`config.mk`:
```
export PLATFORM = sky130hd
export DESIGN_NAME = bfiq_hash
export DESIGN_NICKNAME = d
export VERILOG_FILES = /design/src/design/bfiq_pkg.sv /design/src/design/bfiq_hash.sv
export SDC_FILE = /design/constraint.sdc
export NUM_CORES = 1
export LEC_CHECK = 0
export BUFFER_PORTS_ARGS = -buffer_cell sky130_fd_sc_hd__buf_2
export CAP_MARGIN = 10
export CORE_AREA = 2 2 246 248
export DETAILED_ROUTE_END_ITERATION = 12
export DIE_AREA = 0 0 248 250
export REMOVE_ABC_BUFFERS = 1
export SETUP_SLACK_MARGIN = 0.1
export SLEW_MARGIN = 20
export SYNTH_ARGS = -nofsm -noshare
export SYNTH_HDL_FRONTEND = slang
export SYNTH_SLANG_ARGS = --single-unit
```
`constraint.sdc`:
```
create_clock -name i_clk -period 8.4 [get_ports i_clk]
set_clock_uncertainty 0.1 [all_clocks]
set_input_delay 0.42 -clock i_clk [delete_from_list [all_inputs] [get_ports i_clk]]
set_output_delay 0.42 -clock i_clk [all_outputs]
set_load 0.05 [all_outputs]
```
`src/design/bfiq_pkg.sv`:
```
// Shared types and constants for the bloom filter insert/query unit.
package bfiq_pkg;

    localparam int          SIZE_W       = 5;
    localparam logic [4:0]  SIZE_RESET   = 5'd16;
    localparam logic [4:0]  SIZE_MIN     = 5'd6;
    localparam int          ROW_W        = 32;
    localparam int          OFS_W        = 5;
    localparam int          HASH_W       = 64;
    localparam logic [63:0] HASH_BASIS   = 64'hcbf29ce484222325;
    localparam logic [63:0] HASH_PRIME_LO = 64'h00000000000001b3;
    localparam int          PRIME_SHIFT  = 40;
    localparam logic        REQ_ADD      = 1'b0;
    localparam logic        REQ_QUERY    = 1'b1;

    typedef struct packed {
        logic       req_type;
        logic [7:0] key_byte;
        logic       has_byte;
        logic       last_byte;
    } t_req;

    typedef struct packed {
        logic was_query;
        logic maybe_present;
    } t_resp;

    typedef struct packed {
        logic byte_en;
        logic restart;
    } t_hash_ctl;

    typedef enum logic [2:0] {
        ST_CLEAR,
        ST_IDLE,
        ST_READ,
        ST_CHECK,
        ST_DONE
    } t_state;

endpackage

```
`src/design/bfiq_hash.sv`:
```
// 64-bit FNV-1a accumulator, one key byte per cycle.
module bfiq_hash (
    input  logic                            i_clk,
    input  logic                            i_rst_n,
    input  bfiq_pkg::t_hash_ctl             i_ctl,
    input  logic [7:0]                      i_byte,
    output logic [bfiq_pkg::HASH_W-1:0]     o_key_hash
);

    logic [bfiq_pkg::HASH_W-1:0] r_hash;
    logic [bfiq_pkg::HASH_W-1:0] mixed;
    logic [bfiq_pkg::HASH_W-1:0] n_hash;

    // prime = 2^40 + 0x1b3
    assign mixed  = r_hash ^ {{(bfiq_pkg::HASH_W-8){1'b0}}, i_byte};
    assign n_hash = (mixed << bfiq_pkg::PRIME_SHIFT) + (mixed * bfiq_pkg::HASH_PRIME_LO);

    assign o_key_hash = i_ctl.byte_en ? n_hash : r_hash;

    always_ff @(posedge i_clk) begin
        if (!i_rst_n) begin
            r_hash <= bfiq_pkg::HASH_BASIS;
        end else if (i_ctl.restart) begin
            r_hash <= bfiq_pkg::HASH_BASIS;
        end else if (i_ctl.byte_en) begin
            r_hash <= n_hash;
        end
    end

endmodule

```
After elaboration in Yosys (flattened, before gate mapping). Index checks and enable logic that the tools add are counted.

Add/sub/neg operators: 1. Multiply operators: 1. Div/mod/pow operators: 0. Magnitude comparators: 0. Equal/unequal tests: 0. Shift operators: 0. Multiplexer cells: 1. Bitwise operators: 2. Reduce and logical (&&, ||, !) cells: 1.

Operators by type and width (count): $add 64x64->64 (1); $mul 64x9->64 const B (1); $mux 64 (1); $xor 64x8->64 (1); $reduce_or 2->1 (1); $not 1->1 (1).

Bits in registers: 64. Bits in latches: 0. Memory bits (writable): 0. Bits in read-only memories: 0. Input bits: 12. Output and inout bits: 64. Logic and storage cells: 7. Memories kept: 0.

Longest topological paths before layout. Gate-level depths: netlist (run 1).

Depth in word-level cells: 4. Gate-level depth with buffers: 22. Gate-level depth less buffers: 21.

Worst setup path after synthesis (run 1). Ideal clock, no wire load.

Path kind: in2out. Start point: input port i_byte[1]. End point: output port o_key_hash[61] (netlist bit). Data arrival time: 6.646 ns. Required time: 7.880 ns. Path slack: 1.234 ns. Stages: 19. Path buffers: 0. Cells stage by stage: xnor2_1 -> inv_1 -> ha_1 -> xnor2_1 -> inv_1 -> ha_1 -> or2_2 -> fa_1 -> fa_1 -> ha_1 -> ha_1 -> and3_1 -> a221o_1 -> nand3_1 -> o211ai_2 -> a31oi_4 -> o41ai_4 -> nor3b_2 -> o311ai_0.

Longest elaborated chain between the ends: 4.

RTL lines: start: declaration (line bfiq_hash.sv:6) `input logic [7:0] i_byte,`; $xor 64x8->64 * (line bfiq_hash.sv:15) `assign mixed = r_hash ^ {{(bfiq_pkg::HASH_W-8){1'b0}}, i_byte};`; $mul 64x9->64 (line bfiq_hash.sv:16) `assign n_hash = (mixed << bfiq_pkg::PRIME_SHIFT) + (mixed * bfiq_pkg::HASH_PRIME_LO);`; $add 64x64->64 * (line bfiq_hash.sv:16); $mux 64 *; end: declaration (line bfiq_hash.sv:7) `output logic [bfiq_pkg::HASH_W-1:0] o_key_hash`.

Mark *: on every way between the ends. The rest lies on a longest branch, timed or not.

Worst setup path in the final report (run 1).
Start point: register r_hash[1] (netlist bit). End point: output port o_key_hash[48] (netlist bit).

Longest elaborated chain between the ends: 4.

RTL lines: start: declaration (line bfiq_hash.sv:10) `logic [bfiq_pkg::HASH_W-1:0] r_hash;`; start signal: assignment (line bfiq_hash.sv:22) `r_hash <= bfiq_pkg::HASH_BASIS;`; start signal: assignment (line bfiq_hash.sv:24) `r_hash <= bfiq_pkg::HASH_BASIS;`; start signal: assignment (line bfiq_hash.sv:26) `r_hash <= n_hash;`; $xor 64x8->64 * (line bfiq_hash.sv:15); $mul 64x9->64 (line bfiq_hash.sv:16); $add 64x64->64 * (line bfiq_hash.sv:16); $mux 64 *.

Marks and branches as above.

==> results of run 1 <==
-- through the flow --
step	util [%]	instance area, µm²
floorplan	-	14500
global placement	26.7	15900
detailed placement	26.7	15900
CTS	27.2	16200
global route	27.2	16200
finish	27.2	16200
-- cells in the final DEF (no fill, tap or decap), drive strengths merged, types with 15 or more instances in the layout --
cell type and instances:
mux2 30, ha 196, buf 79, dfxtp 64, fa 210, xnor2 75
and2 36, nor2 46, inv 444, o21ai 62, nand2b 24, nand2 99
xor2 51, nand4 23, nor2b 15, a21oi 90, a21o 49, nand3 21
-- worst max-delay path, stage by stage (launching register included) --
cell	delay, ns
dfxtp_1	0.32
xnor2_1	0.80
inv_1	0.20
ha_1	0.40
xnor2_1	0.23
inv_1	0.08
ha_1	0.32
fa_1	0.53
fa_1	0.43
ha_1	0.28
ha_1	0.39
and3_1	0.23
a22oi_1	0.09
o21a_1	0.25
o41ai_1	0.59
a21o_1	0.35
o21ai_0	0.19
and3_1	0.20
o21ai_0	0.58
nand2_1	0.12
buf_2	0.24
-- path summary, 6_finish.rpt --
kind	end	startpoint	slack (ns)
setup / recovery	o_key_hash[48]	r_hash[1]$_SDFF_PP0_	0.65
hold / removal	r_hash[0]$_SDFF_PP1_	i_byte[0]	0.39
setup reg to reg	r_hash[48]$_SDFF_PP0_	r_hash[1]$_SDFF_PP0_	1.50
hold reg to reg	r_hash[48]$_SDFF_PP0_	r_hash[48]$_SDFF_PP0_	0.43
-- logic make-up after synthesis --
logic type,Yosys count,synth area share (%)
AOI/OAI and AO/OA,280,12.5
xor gates and xnor gates,126,7.49
adders and majority gates,406,45.2
buffers and inverters,498,12.7
DFF,64,8.70
muxes,37,2.77
and+or+nand+nor,308,10.6
-- layer usage --
layer | part of all wire, % | track usage [%] | up-vias
met1 | 46 | 19.4 | 5739
met3 | 5.5 | 2.37 | 41
met2 | 46 | 22.7 | 319
li1 | - | - | 5478
met5 | 0 | 0 | -
met4 | 3.0 | 4.72 | 0
-- cell usage after synthesis, drive strengths merged (7+ instances only) --
cell | n | share of area (%)
o21ai | 62 | 2.1
and3 | 11 | 0.47
mux2 | 30 | 2.3
dfxtp | 64 | 8.7
nor2 | 46 | 1.2
nor2b | 15 | 0.64
nand4 | 23 | 1.0
inv | 444 | 11
o21a | 9 | 0.46
mux2i | 7 | 0.48
and2 | 36 | 1.5
ha | 196 | 17
a21oi | 90 | 3.1
a21o | 49 | 2.5
nand2 | 99 | 2.5
a31oi | 8 | 0.44
fa | 210 | 29
nor3 | 9 | 0.31
clkbuf | 48 | 1.2
o211ai | 8 | 0.48
xnor2 | 75 | 4.5
nand3 | 21 | 0.71
xor2 | 51 | 3.0
nand2b | 24 | 1.1
o21bai | 13 | 0.66
-- area by class of cell --
cell class	instances	area, µm²
clock buffers	13	260
clock inverters	3	40.0
fillers	6366	43400
inverters	444	1670
multi-input cells	1157	11600
flip-flops and latches	64	1280
well taps	782	978
repair buffers	79	408
==> report_table.html, run 1 <==
<table>
<tr><th>Metric</th><th>Value</th></tr>
<tr><th colspan="2">GRT</th></tr>
<tr><td>Overflow after GRT</td><td>0</td></tr>
<tr><td>Largest net degree at the start of global routing</td><td>just under 60</td></tr>
<tr><td>First-pass GRT wire length</td><td>around 67000 µm</td></tr>
<tr><td>Initial antenna violation count</td><td>1</td></tr>
<tr><td>Vias in the first global route</td><td>around 12000</td></tr>
<tr><td>Total GRT Usage</td><td>between 10% and 20%</td></tr>
<tr><th colspan="2">Timing</th></tr>
<tr><td>Worst slew margin relative to its limit</td><td>~31%</td></tr>
<tr><td>Number of hold violations in the final report</td><td>0</td></tr>
<tr><td>Tightest Pin Transition</td><td>1.03 ns</td></tr>
<tr><td>Post-layout worst setup margin</td><td>roughly 0.65 ns</td></tr>
<tr><td>Setup violators final</td><td>0</td></tr>
<tr><td>Post-route fraction of the period consumed by the critical path</td><td>around 92%</td></tr>
<tr><td>Min cycle time layout</td><td>roughly 7.7 ns</td></tr>
<tr><td>Max Slew Vio Count</td><td>0</td></tr>
<tr><td>Final sum of negative setup slack</td><td>0 ns</td></tr>
<tr><td>Unrepaired setup endpoints after global routing</td><td>false</td></tr>
<tr><td>Post-route worst hold slack</td><td>0.388 ns</td></tr>
<tr><td>Achievable clock frequency</td><td>approximately 130 MHz</td></tr>
<tr><th colspan="2">Synthesis</th></tr>
<tr><td>Mean instance size in the synthesized netlist</td><td>between 8 and 9 µm²</td></tr>
<tr><td>Most used flip-flop cell after synthesis</td><td>dfxtp_1</td></tr>
<tr><td>Share of flip-flops with an asynchronous set or reset</td><td>0%</td></tr>
<tr><td>Synthesized area</td><td>roughly 15000 µm²</td></tr>
<tr><td>Number of distinct standard cells referenced by the synthesized netlist</td><td>62</td></tr>
<tr><td>Part of the Yosys area used for sequential elements</td><td>8.70%</td></tr>
<tr><td>Register bit total from synthesis</td><td>64</td></tr>
<tr><td>Synthesized netlist cell count</td><td>around 1700</td></tr>
<tr><td>Number of synthesized flops with an enable pin</td><td>0</td></tr>
<tr><td>Count of synthesis-stage warnings from yosys</td><td>0</td></tr>
<tr><th colspan="2">Final layout</th></tr>
<tr><td>Biggest registers after layout</td><td>r_hash x64</td></tr>
<tr><td>Inserted Diodes</td><td>0</td></tr>
<tr><td>Final standard cell count with taps included and fillers excluded</td><td>roughly 2500</td></tr>
<tr><td>Synth-to-Final Area Change</td><td>10.1%</td></tr>
<tr><td>Reg with most FFs</td><td>r_hash</td></tr>
<tr><td>Fraction of layout instances using a drive strength above 1</td><td>8.30%</td></tr>
<tr><td>Final Net Count</td><td>around 2200</td></tr>
<tr><td>Flip-flop count of the largest register, all copies and words added</td><td>between 60 and 70</td></tr>
<tr><th colspan="2">Drt</th></tr>
<tr><td>Initial DRC Count</td><td>750</td></tr>
<tr><td>Total number of vias</td><td>11577</td></tr>
<tr><td>DR WL/cell</td><td>16.8 µm</td></tr>
<tr><td>Pre-antenna DRT Iters</td><td>6</td></tr>
<tr><td>Total Wirelength</td><td>approximately 43000 µm</td></tr>
<tr><td>Post-route ant nets</td><td>0</td></tr>
<tr><td>Via density per instance</td><td>~4.6</td></tr>
<tr><td>DRC errors left</td><td>0</td></tr>
<tr><th colspan="2">Floorplan</th></tr>
<tr><td>Number of top-level pins</td><td>76</td></tr>
<tr><td>Die Height</td><td>around 250 µm</td></tr>
<tr><td>Core area</td><td>between 50000 and 60000 µm²</td></tr>
<tr><td>Chip Width</td><td>~250 µm</td></tr>
<tr><td>Die area</td><td>a little over 60000 µm²</td></tr>
<tr><td>Standard-cell rows</td><td>90</td></tr>
<tr><td>Initial cell density of the core</td><td>24.7%</td></tr>
<tr><th colspan="2">Clock tree</th></tr>
<tr><td>Number of buffers on the longest clock path</td><td>2</td></tr>
<tr><td>Post-cts repair resize count</td><td>0</td></tr>
<tr><td>Number of hold buffers added after cts</td><td>0</td></tr>
<tr><td>Clock root buffer</td><td>clkbuf_16</td></tr>
<tr><td>CTS clock-pin slew for the worst setup and hold paths</td><td>around 0.07 ns</td></tr>
<tr><td>TritonCTS clock tree</td><td>done</td></tr>
<tr><td>Post-CTS Setup Repair Bufs</td><td>0</td></tr>
<tr><td>CTS buffer count</td><td>9</td></tr>
<tr><td>Worst-Skew Late Latency</td><td>0.39 ns</td></tr>
<tr><td>Count of clock tree sinks</td><td>64</td></tr>
<tr><td>Htree depth</td><td>3</td></tr>
<tr><th colspan="2">Place</th></tr>
<tr><td>HPWL Detailed</td><td>between 30000 and 40000 µm</td></tr>
<tr><td>Cell count after placement</td><td>2526</td></tr>
<tr><td>Dpl ws</td><td>around 1 ns</td></tr>
<tr><td># port buffers</td><td>between 70 and 80</td></tr>
<tr><td>Global placement routability congestion</td><td>between 0.9 and 1</td></tr>
<tr><th colspan="2">Critical path</th></tr>
<tr><td>Worst reg-to-reg path cell count</td><td>19</td></tr>
<tr><td>Capturing element type of the critical path</td><td>output pin</td></tr>
<tr><td>Crit path kind</td><td>register to output pin</td></tr>
<tr><td>Arrival time reported for the critical path endpoint</td><td>roughly 7.2 ns</td></tr>
<tr><td>Crit path launch type</td><td>register</td></tr>
<tr><td>Worst Path Required</td><td>7.88 ns</td></tr>
<tr><td>CP max FO</td><td>6</td></tr>
<tr><th colspan="2">Run</th></tr>
<tr><td>Maximum capacitance violations</td><td>0</td></tr>
<tr><th colspan="2">Min path</th></tr>
<tr><td>HP Class</td><td>input port to register</td></tr>
<tr><td>Cells on Worst Hold Path</td><td>4</td></tr>
<tr><th colspan="2">Outcome</th></tr>
<tr><td>Result of the run</td><td>completed</td></tr>
</table>
Power of run 1 is left out: the tool's default activity adds up to more than one toggle a clock period on the data nets, which glitch-free logic cannot reach.
==> run 2, diff against run 1 <==
--- a/config.mk
+++ b/config.mk
@@ -7,10 +7,10 @@
 export LEC_CHECK = 0
 export BUFFER_PORTS_ARGS = -buffer_cell sky130_fd_sc_hd__buf_2
 export CAP_MARGIN = 10
-export CORE_AREA = 2 2 246 248
+export CORE_AREA = 5 5 249 251
 export DETAILED_ROUTE_END_ITERATION = 12
-export DIE_AREA = 0 0 248 250
-export REMOVE_ABC_BUFFERS = 1
+export DIE_AREA = 0 0 254 256
+export PLACE_DENSITY_LB_ADDON = 0.3
 export SETUP_SLACK_MARGIN = 0.1
 export SLEW_MARGIN = 20
 export SYNTH_ARGS = -nofsm -noshare
==> report_table.html, run 2 (same netlist as run 1, synthesis figures left out) <==
<table>
<tr><th>Metric</th><th>Value</th></tr>
<tr><th colspan="2">Outcome</th></tr>
<tr><td>Result of the run</td><td>completed</td></tr>
<tr><th colspan="2">Critical path</th></tr>
<tr><td>Worst Path Required</td><td>7.88 ns</td></tr>
<tr><td>R2R Path Start</td><td>r_hash[1]$_SDFF_PP0_</td></tr>
<tr><td>Arrival time reported for the critical path endpoint</td><td>around 6.8 ns</td></tr>
<tr><td>Capturing element type of the critical path</td><td>output pin</td></tr>
<tr><td>Crit path kind</td><td>register to output pin</td></tr>
<tr><td>CP max FO</td><td>6</td></tr>
<tr><td>Crit path launch type</td><td>register</td></tr>
<tr><td>Setup slack on the worst flop-to-flop path</td><td>between 1.5 and 2 ns</td></tr>
<tr><td>Worst reg-to-reg path cell count</td><td>19</td></tr>
<tr><td>Worst flop-to-flop path endpoint</td><td>r_hash[48]$_SDFF_PP0_</td></tr>
<tr><th colspan="2">Clock tree</th></tr>
<tr><td>Number of hold buffers added after cts</td><td>0</td></tr>
<tr><td>TritonCTS clock tree</td><td>done</td></tr>
<tr><td>Clock root buffer</td><td>clkbuf_16</td></tr>
<tr><td>CTS clock-pin slew for the worst setup and hold paths</td><td>~0.060 ns</td></tr>
<tr><td>Post-CTS Setup Repair Bufs</td><td>0</td></tr>
<tr><td>Post-cts repair resize count</td><td>0</td></tr>
<tr><td>Number of buffers on the longest clock path</td><td>2</td></tr>
<tr><td>Htree depth</td><td>3</td></tr>
<tr><td>Worst-Skew Late Latency</td><td>about 0.4 ns</td></tr>
<tr><td>Count of clock tree sinks</td><td>64</td></tr>
<tr><td>CTS buffer count</td><td>9</td></tr>
<tr><th colspan="2">Place</th></tr>
<tr><td>HPWL Detailed</td><td>39800 µm</td></tr>
<tr><td>Dpl ws</td><td>between 1 and 1.5 ns</td></tr>
<tr><td># port buffers</td><td>75</td></tr>
<tr><td>Cell count after placement</td><td>2527</td></tr>
<tr><td>Global placement routability congestion</td><td>0.916</td></tr>
<tr><th colspan="2">Final layout</th></tr>
<tr><td>Flip-flop count of the largest register, all copies and words added</td><td>between 60 and 70</td></tr>
<tr><td>Reg with most FFs</td><td>r_hash</td></tr>
<tr><td>Final Net Count</td><td>~2200</td></tr>
<tr><td>Fill cell count</td><td>between 6000 and 7000</td></tr>
<tr><td>Synth-to-Final Area Change</td><td>10.3%</td></tr>
<tr><td>Most common library cell in the layout ignoring fill and taps</td><td>inv_1</td></tr>
<tr><td>Biggest registers after layout</td><td>r_hash x64</td></tr>
<tr><td>Fraction of layout instances using a drive strength above 1</td><td>between 8 and 9%</td></tr>
<tr><td>Highest-count cells in the layout ignoring fill and taps</td><td>inv_1 (444), fa_1 (210), ha_1 (196)</td></tr>
<tr><td>Inserted Diodes</td><td>0</td></tr>
<tr><td>Final standard cell count with taps included and fillers excluded</td><td>between 2000 and 3000</td></tr>
<tr><th colspan="2">Floorplan</th></tr>
<tr><td>Chip Width</td><td>~250 µm</td></tr>
<tr><td>Initial cell density of the core</td><td>approximately 25%</td></tr>
<tr><td>Standard-cell rows</td><td>90</td></tr>
<tr><td>Number of top-level pins</td><td>76</td></tr>
<tr><td>Core area</td><td>59700 µm²</td></tr>
<tr><td>Die Height</td><td>256 µm</td></tr>
<tr><td>Die area</td><td>between 60000 and 70000 µm²</td></tr>
<tr><th colspan="2">Drt</th></tr>
<tr><td>Pre-antenna DRT Iters</td><td>5</td></tr>
<tr><td>DRC errors left</td><td>0</td></tr>
<tr><td>Total Wirelength</td><td>45200 µm</td></tr>
<tr><td>DR WL/cell</td><td>17.8 µm</td></tr>
<tr><td>Initial DRC Count</td><td>a little under 700</td></tr>
<tr><td>Via density per instance</td><td>roughly 4.5</td></tr>
<tr><td>Post-route ant nets</td><td>0</td></tr>
<tr><td>Total number of vias</td><td>around 11000</td></tr>
<tr><th colspan="2">Timing</th></tr>
<tr><td>Worst slew margin relative to its limit</td><td>just over 30%</td></tr>
<tr><td>Post-route worst hold slack</td><td>about 0.37 ns</td></tr>
<tr><td>Tightest Pin Transition</td><td>about 1.0 ns</td></tr>
<tr><td>Achievable clock frequency</td><td>around 140 MHz</td></tr>
<tr><td>Number of hold violations in the final report</td><td>0</td></tr>
<tr><td>Setup violators final</td><td>0</td></tr>
<tr><td>Unrepaired setup endpoints after global routing</td><td>false</td></tr>
<tr><td>Min cycle time layout</td><td>between 7 and 8 ns</td></tr>
<tr><td>Post-layout worst setup margin</td><td>1.10 ns</td></tr>
<tr><td>Final sum of negative setup slack</td><td>0 ns</td></tr>
<tr><td>Post-route fraction of the period consumed by the critical path</td><td>between 80 and 90%</td></tr>
<tr><td>Max Slew Vio Count</td><td>0</td></tr>
<tr><th colspan="2">GRT</th></tr>
<tr><td>Largest net degree at the start of global routing</td><td>slightly below 60</td></tr>
<tr><td>Initial antenna violation count</td><td>2</td></tr>
<tr><td>Total GRT Usage</td><td>between 10% and 20%</td></tr>
<tr><td>Overflow after GRT</td><td>0</td></tr>
<tr><td>First-pass GRT wire length</td><td>roughly 70000 µm</td></tr>
<tr><td>Vias in the first global route</td><td>between 10000 and 15000</td></tr>
<tr><th colspan="2">Min path</th></tr>
<tr><td>Terminating pin of the worst hold path</td><td>r_hash[0]$_SDFF_PP1_</td></tr>
<tr><td>HP Class</td><td>input port to register</td></tr>
<tr><td>Cells on Worst Hold Path</td><td>4</td></tr>
<tr><td>Min-delay src</td><td>i_byte[0]</td></tr>
<tr><th colspan="2">Run</th></tr>
<tr><td>Maximum capacitance violations</td><td>0</td></tr>
<tr><th colspan="2">Synthesis</th></tr>
<tr><td>Net count after synthesis</td><td>around 2100</td></tr>
</table>
## run 2: layout make-up
cell class                      count  area (µm²)  share of cell area (%)
Clock buffer                        9         225                    1.39
Clock inverter                      7        96.3                   0.593
Inverter                          444        1670                    10.3
Multi-Input combinational cell   1157       11600                    71.3
Sequential cell                    64        1280                    7.89
Tap cell                          782         978                    6.02
Timing Repair Buffer               80         415                    2.56
## run 2: stage by stage
step / util, % / area [µm²]
after global routing: 27.2 / 16200
final: 27.2 / 16200
after detailed placement: 26.7 / 15900
after global placement: 26.7 / 15900
after floorplan: - / 14700
after CTS: 27.2 / 16200
## run 2: worst max-delay path, cell delays in order, from the launching register on
cell and delay, ns:
dfxtp_1 0.31, xnor2_1 0.57, inv_1 0.18, ha_1 0.39, xnor2_1 0.25, inv_1 0.07
ha_1 0.30, fa_1 0.52, fa_1 0.45, ha_1 0.30, ha_1 0.40, and3_1 0.23
a22oi_1 0.09, o21a_1 0.26, o41ai_1 0.54, a21o_1 0.37, o21ai_0 0.30, and3_1 0.27
o21ai_0 0.26, nand2_1 0.10, buf_2 0.22
## run 2: worst max path at each step
stage / startpoint / endpoint / cells past startpoint
6_report: r_hash[1]$_SDFF_PP0_ / o_key_hash[48] / 20
5_1_grt: r_hash[1]$_SDFF_PP0_ / o_key_hash[48] / 20
4_1_cts: r_hash[1]$_SDFF_PP0_ / o_key_hash[61] / 20
3_5_place_dp: i_byte[1] / o_key_hash[61] / 21
3_3_place_gp: i_byte[1] / o_key_hash[61] / 21
2_1_floorplan: i_byte[1] / o_key_hash[61] / 19
## run 2: routing by layer
| layer | GRT usage, % | wire [µm] |
|---|---|---|
| met4 | 4.89 | 1510 |
| met2 | 22.6 | 20700 |
| met5 | 0 | 0 |
| met3 | 2.09 | 1770 |
| met1 | 19.7 | 21200 |
Power of run 2 is left out for the same reason.
==> run 3, diff against run 2 <==
==> constraint.sdc (replaced) <==
create_clock -name i_clk -period 7.7 [get_ports i_clk]
set_clock_uncertainty 0.1 [all_clocks]
set_input_delay 0.385 -clock i_clk [delete_from_list [all_inputs] [get_ports i_clk]]
set_output_delay 0.385 -clock i_clk [all_outputs]
set_load 0.05 [all_outputs]
==> report_table.html, run 3 (same netlist as run 1, synthesis figures left out) <==
<table>
<tr><th>Metric</th><th>Value</th></tr>
<tr><th colspan="2">Outcome</th></tr>
<tr><td>Result of the run</td><td>completed</td></tr>
<tr><th colspan="2">Floorplan</th></tr>
<tr><td>Die Height</td><td>256 µm</td></tr>
<tr><td>Core area</td><td>59700 µm²</td></tr>
<tr><td>Initial cell density of the core</td><td>about a quarter</td></tr>
<tr><td>Chip Width</td><td>roughly 250 µm</td></tr>
<tr><td>Die area</td><td>roughly 65000 µm²</td></tr>
<tr><td>Standard-cell rows</td><td>90</td></tr>
<tr><td>Number of top-level pins</td><td>76</td></tr>
<tr><th colspan="2">GRT</th></tr>
<tr><td>Global-route met2 utilization</td><td>between 20% and 30%</td></tr>
<tr><td>Initial antenna violation count</td><td>0</td></tr>
<tr><td>Met1 routing resource usage after global routing</td><td>19.2%</td></tr>
<tr><td>Most used routing layer in global routing</td><td>met2</td></tr>
<tr><td>Vias in the first global route</td><td>roughly 12000</td></tr>
<tr><td>Largest net degree at the start of global routing</td><td>59</td></tr>
<tr><td>Total GRT Usage</td><td>a little over an eighth</td></tr>
<tr><td>Met3 Track Usage GR</td><td>~2.3%</td></tr>
<tr><td>Overflow after GRT</td><td>0</td></tr>
<tr><td>First-pass GRT wire length</td><td>69200 µm</td></tr>
<tr><th colspan="2">Final layout</th></tr>
<tr><td>Synth-to-Final Area Change</td><td>10.7%</td></tr>
<tr><td>Biggest registers after layout</td><td>r_hash x64</td></tr>
<tr><td>Most common library cell in the layout ignoring fill and taps</td><td>inv_1</td></tr>
<tr><td>Flip-flop count of the largest register, all copies and words added</td><td>64</td></tr>
<tr><td>Fraction of layout instances using a drive strength above 1</td><td>about 8.6%</td></tr>
<tr><td>Inserted Diodes</td><td>0</td></tr>
<tr><td>Reg with most FFs</td><td>r_hash</td></tr>
<tr><td>Highest-count cells in the layout ignoring fill and taps</td><td>inv_1 (444), fa_1 (210), ha_1 (196)</td></tr>
<tr><td>Final Net Count</td><td>2177</td></tr>
<tr><th colspan="2">Clock tree</th></tr>
<tr><td>Htree depth</td><td>3</td></tr>
<tr><td>Clock root buffer</td><td>clkbuf_16</td></tr>
<tr><td>CTS clock-pin slew for the worst setup and hold paths</td><td>0.08 ns</td></tr>
<tr><td>Post-CTS Setup Repair Bufs</td><td>0</td></tr>
<tr><td>Count of clock tree sinks</td><td>64</td></tr>
<tr><td>Number of buffers on the longest clock path</td><td>2</td></tr>
<tr><td>CTS buffer count</td><td>9</td></tr>
<tr><td>Number of hold buffers added after cts</td><td>0</td></tr>
<tr><td>TritonCTS clock tree</td><td>done</td></tr>
<tr><td>Post-cts repair resize count</td><td>0</td></tr>
<tr><td>Worst-Skew Late Latency</td><td>just under 0.4 ns</td></tr>
<tr><th colspan="2">Critical path</th></tr>
<tr><td>Arrival time reported for the critical path endpoint</td><td>roughly 6.7 ns</td></tr>
<tr><td>Most used cell along the critical path</td><td>ha_1</td></tr>
<tr><td>Crit path launch type</td><td>register</td></tr>
<tr><td>Capturing element type of the critical path</td><td>output pin</td></tr>
<tr><td>Slowest CP cell</td><td>o41ai_1</td></tr>
<tr><td>CP max FO</td><td>6</td></tr>
<tr><td>Crit path kind</td><td>register to output pin</td></tr>
<tr><td>Worst Path Required</td><td>7.21 ns</td></tr>
<tr><td>Ordered list of cells on the worst path</td><td>xnor2_1 &gt; inv_1 &gt; ha_1 &gt; xnor2_1 &gt; inv_1 &gt; ha_1 &gt; fa_1 &gt; fa_1 &gt; ha_1 &gt; ha_1 &gt; and3_1 &gt; a22oi_1 &gt; o21a_1 &gt; o41ai_1 &gt; a21o_1 &gt; o21ai_0 &gt; and3_1 &gt; o21ai_0 &gt; nand2_1 &gt; buf_2</td></tr>
<tr><td>CP max stage delay</td><td>between 0.6 and 0.7 ns</td></tr>
<tr><th colspan="2">Place</th></tr>
<tr><td>Global placement routability congestion</td><td>~0.90</td></tr>
<tr><td>HPWL Detailed</td><td>38600 µm</td></tr>
<tr><td># port buffers</td><td>75</td></tr>
<tr><td>Dpl ws</td><td>around 0.8 ns</td></tr>
<tr><th colspan="2">Timing</th></tr>
<tr><td>Post-route fraction of the period consumed by the critical path</td><td>a little over 90%</td></tr>
<tr><td>Tightest Pin Transition</td><td>0.946 ns</td></tr>
<tr><td>Setup violators final</td><td>0</td></tr>
<tr><td>Min cycle time layout</td><td>between 7 and 8 ns</td></tr>
<tr><td>Unrepaired setup endpoints after global routing</td><td>false</td></tr>
<tr><td>Worst slew margin relative to its limit</td><td>around 37%</td></tr>
<tr><td>Post-layout worst setup margin</td><td>0.541 ns</td></tr>
<tr><td>Max Slew Vio Count</td><td>0</td></tr>
<tr><td>Number of hold violations in the final report</td><td>0</td></tr>
<tr><td>Final sum of negative setup slack</td><td>0 ns</td></tr>
<tr><td>Achievable clock frequency</td><td>~140 MHz</td></tr>
<tr><th colspan="2">Run</th></tr>
<tr><td>Maximum capacitance violations</td><td>0</td></tr>
<tr><th colspan="2">Drt</th></tr>
<tr><td>Initial DRC Count</td><td>between 700 and 800</td></tr>
<tr><td>Total Wirelength</td><td>44100 µm</td></tr>
<tr><td>Post-route ant nets</td><td>0</td></tr>
<tr><td>DR WL/cell</td><td>around 17 µm</td></tr>
<tr><td>Pre-antenna DRT Iters</td><td>5</td></tr>
<tr><td>Via density per instance</td><td>~4.5</td></tr>
<tr><td>DRC errors left</td><td>0</td></tr>
<tr><td>Total number of vias</td><td>~11000</td></tr>
<tr><th colspan="2">Synthesis</th></tr>
<tr><td>Net count after synthesis</td><td>2137</td></tr>
<tr><th colspan="2">Min path</th></tr>
<tr><td>HP Class</td><td>input port to register</td></tr>
</table>
run 3: critical path: cells and delay by family, from the launching register on:
kind | cells | cell delay [ns]
simple gates | 3 | 0.64
xor+xnor | 2 | 0.63
compound gates | 6 | 1.94
flops | 1 | 0.32
fa+ha+maj | 6 | 2.31
buf+inv | 3 | 0.44
run 3: final cells by class:
cell class              count  area [µm²]
clock inverters             4        98.8
inverters                 444        1670
flip-flops and latches     64        1280
repair buffers             83         438
well taps                 782         978
clock buffers              12         267
fillers                  6447       43400
multi-input cells        1157       11600
run 3: path summary, 6_finish.rpt:
check                         from                    end  slack, ns  cells after the start
max           r_hash[2]$_SDFF_PP1_         o_key_hash[48]       0.54                     20
min                      i_byte[0]   r_hash[0]$_SDFF_PP1_       0.31                      4
max reg2reg   r_hash[2]$_SDFF_PP1_  r_hash[48]$_SDFF_PP0_       1.38                     19
min reg2reg  r_hash[48]$_SDFF_PP0_  r_hash[48]$_SDFF_PP0_       0.42                      2
run 3: per-layer routing:
layer | vias up | share of wire [%]
li1 | 5485 | -
met1 | 5627 | 47
met2 | 250 | 46
met3 | 30 | 4.7
met4 | 0 | 2.2
met5 | - | 0
run 3: per-stage QoR:
stage / instances / area [µm²] / hold WS (ns) / utilization, %
floorplan: 1719 / 14700 / 0.381 / -
global placement: 2530 / 15900 / 0.406 / 26.7
detailed placement: 2530 / 15900 / 0.411 / 26.7
CTS: 2546 / 16300 / 0.294 / 27.3
global route: 2546 / 16300 / 0.335 / 27.3
finish: 2546 / 16300 / 0.312 / 27.3
Power of run 3 is left out for the same reason.
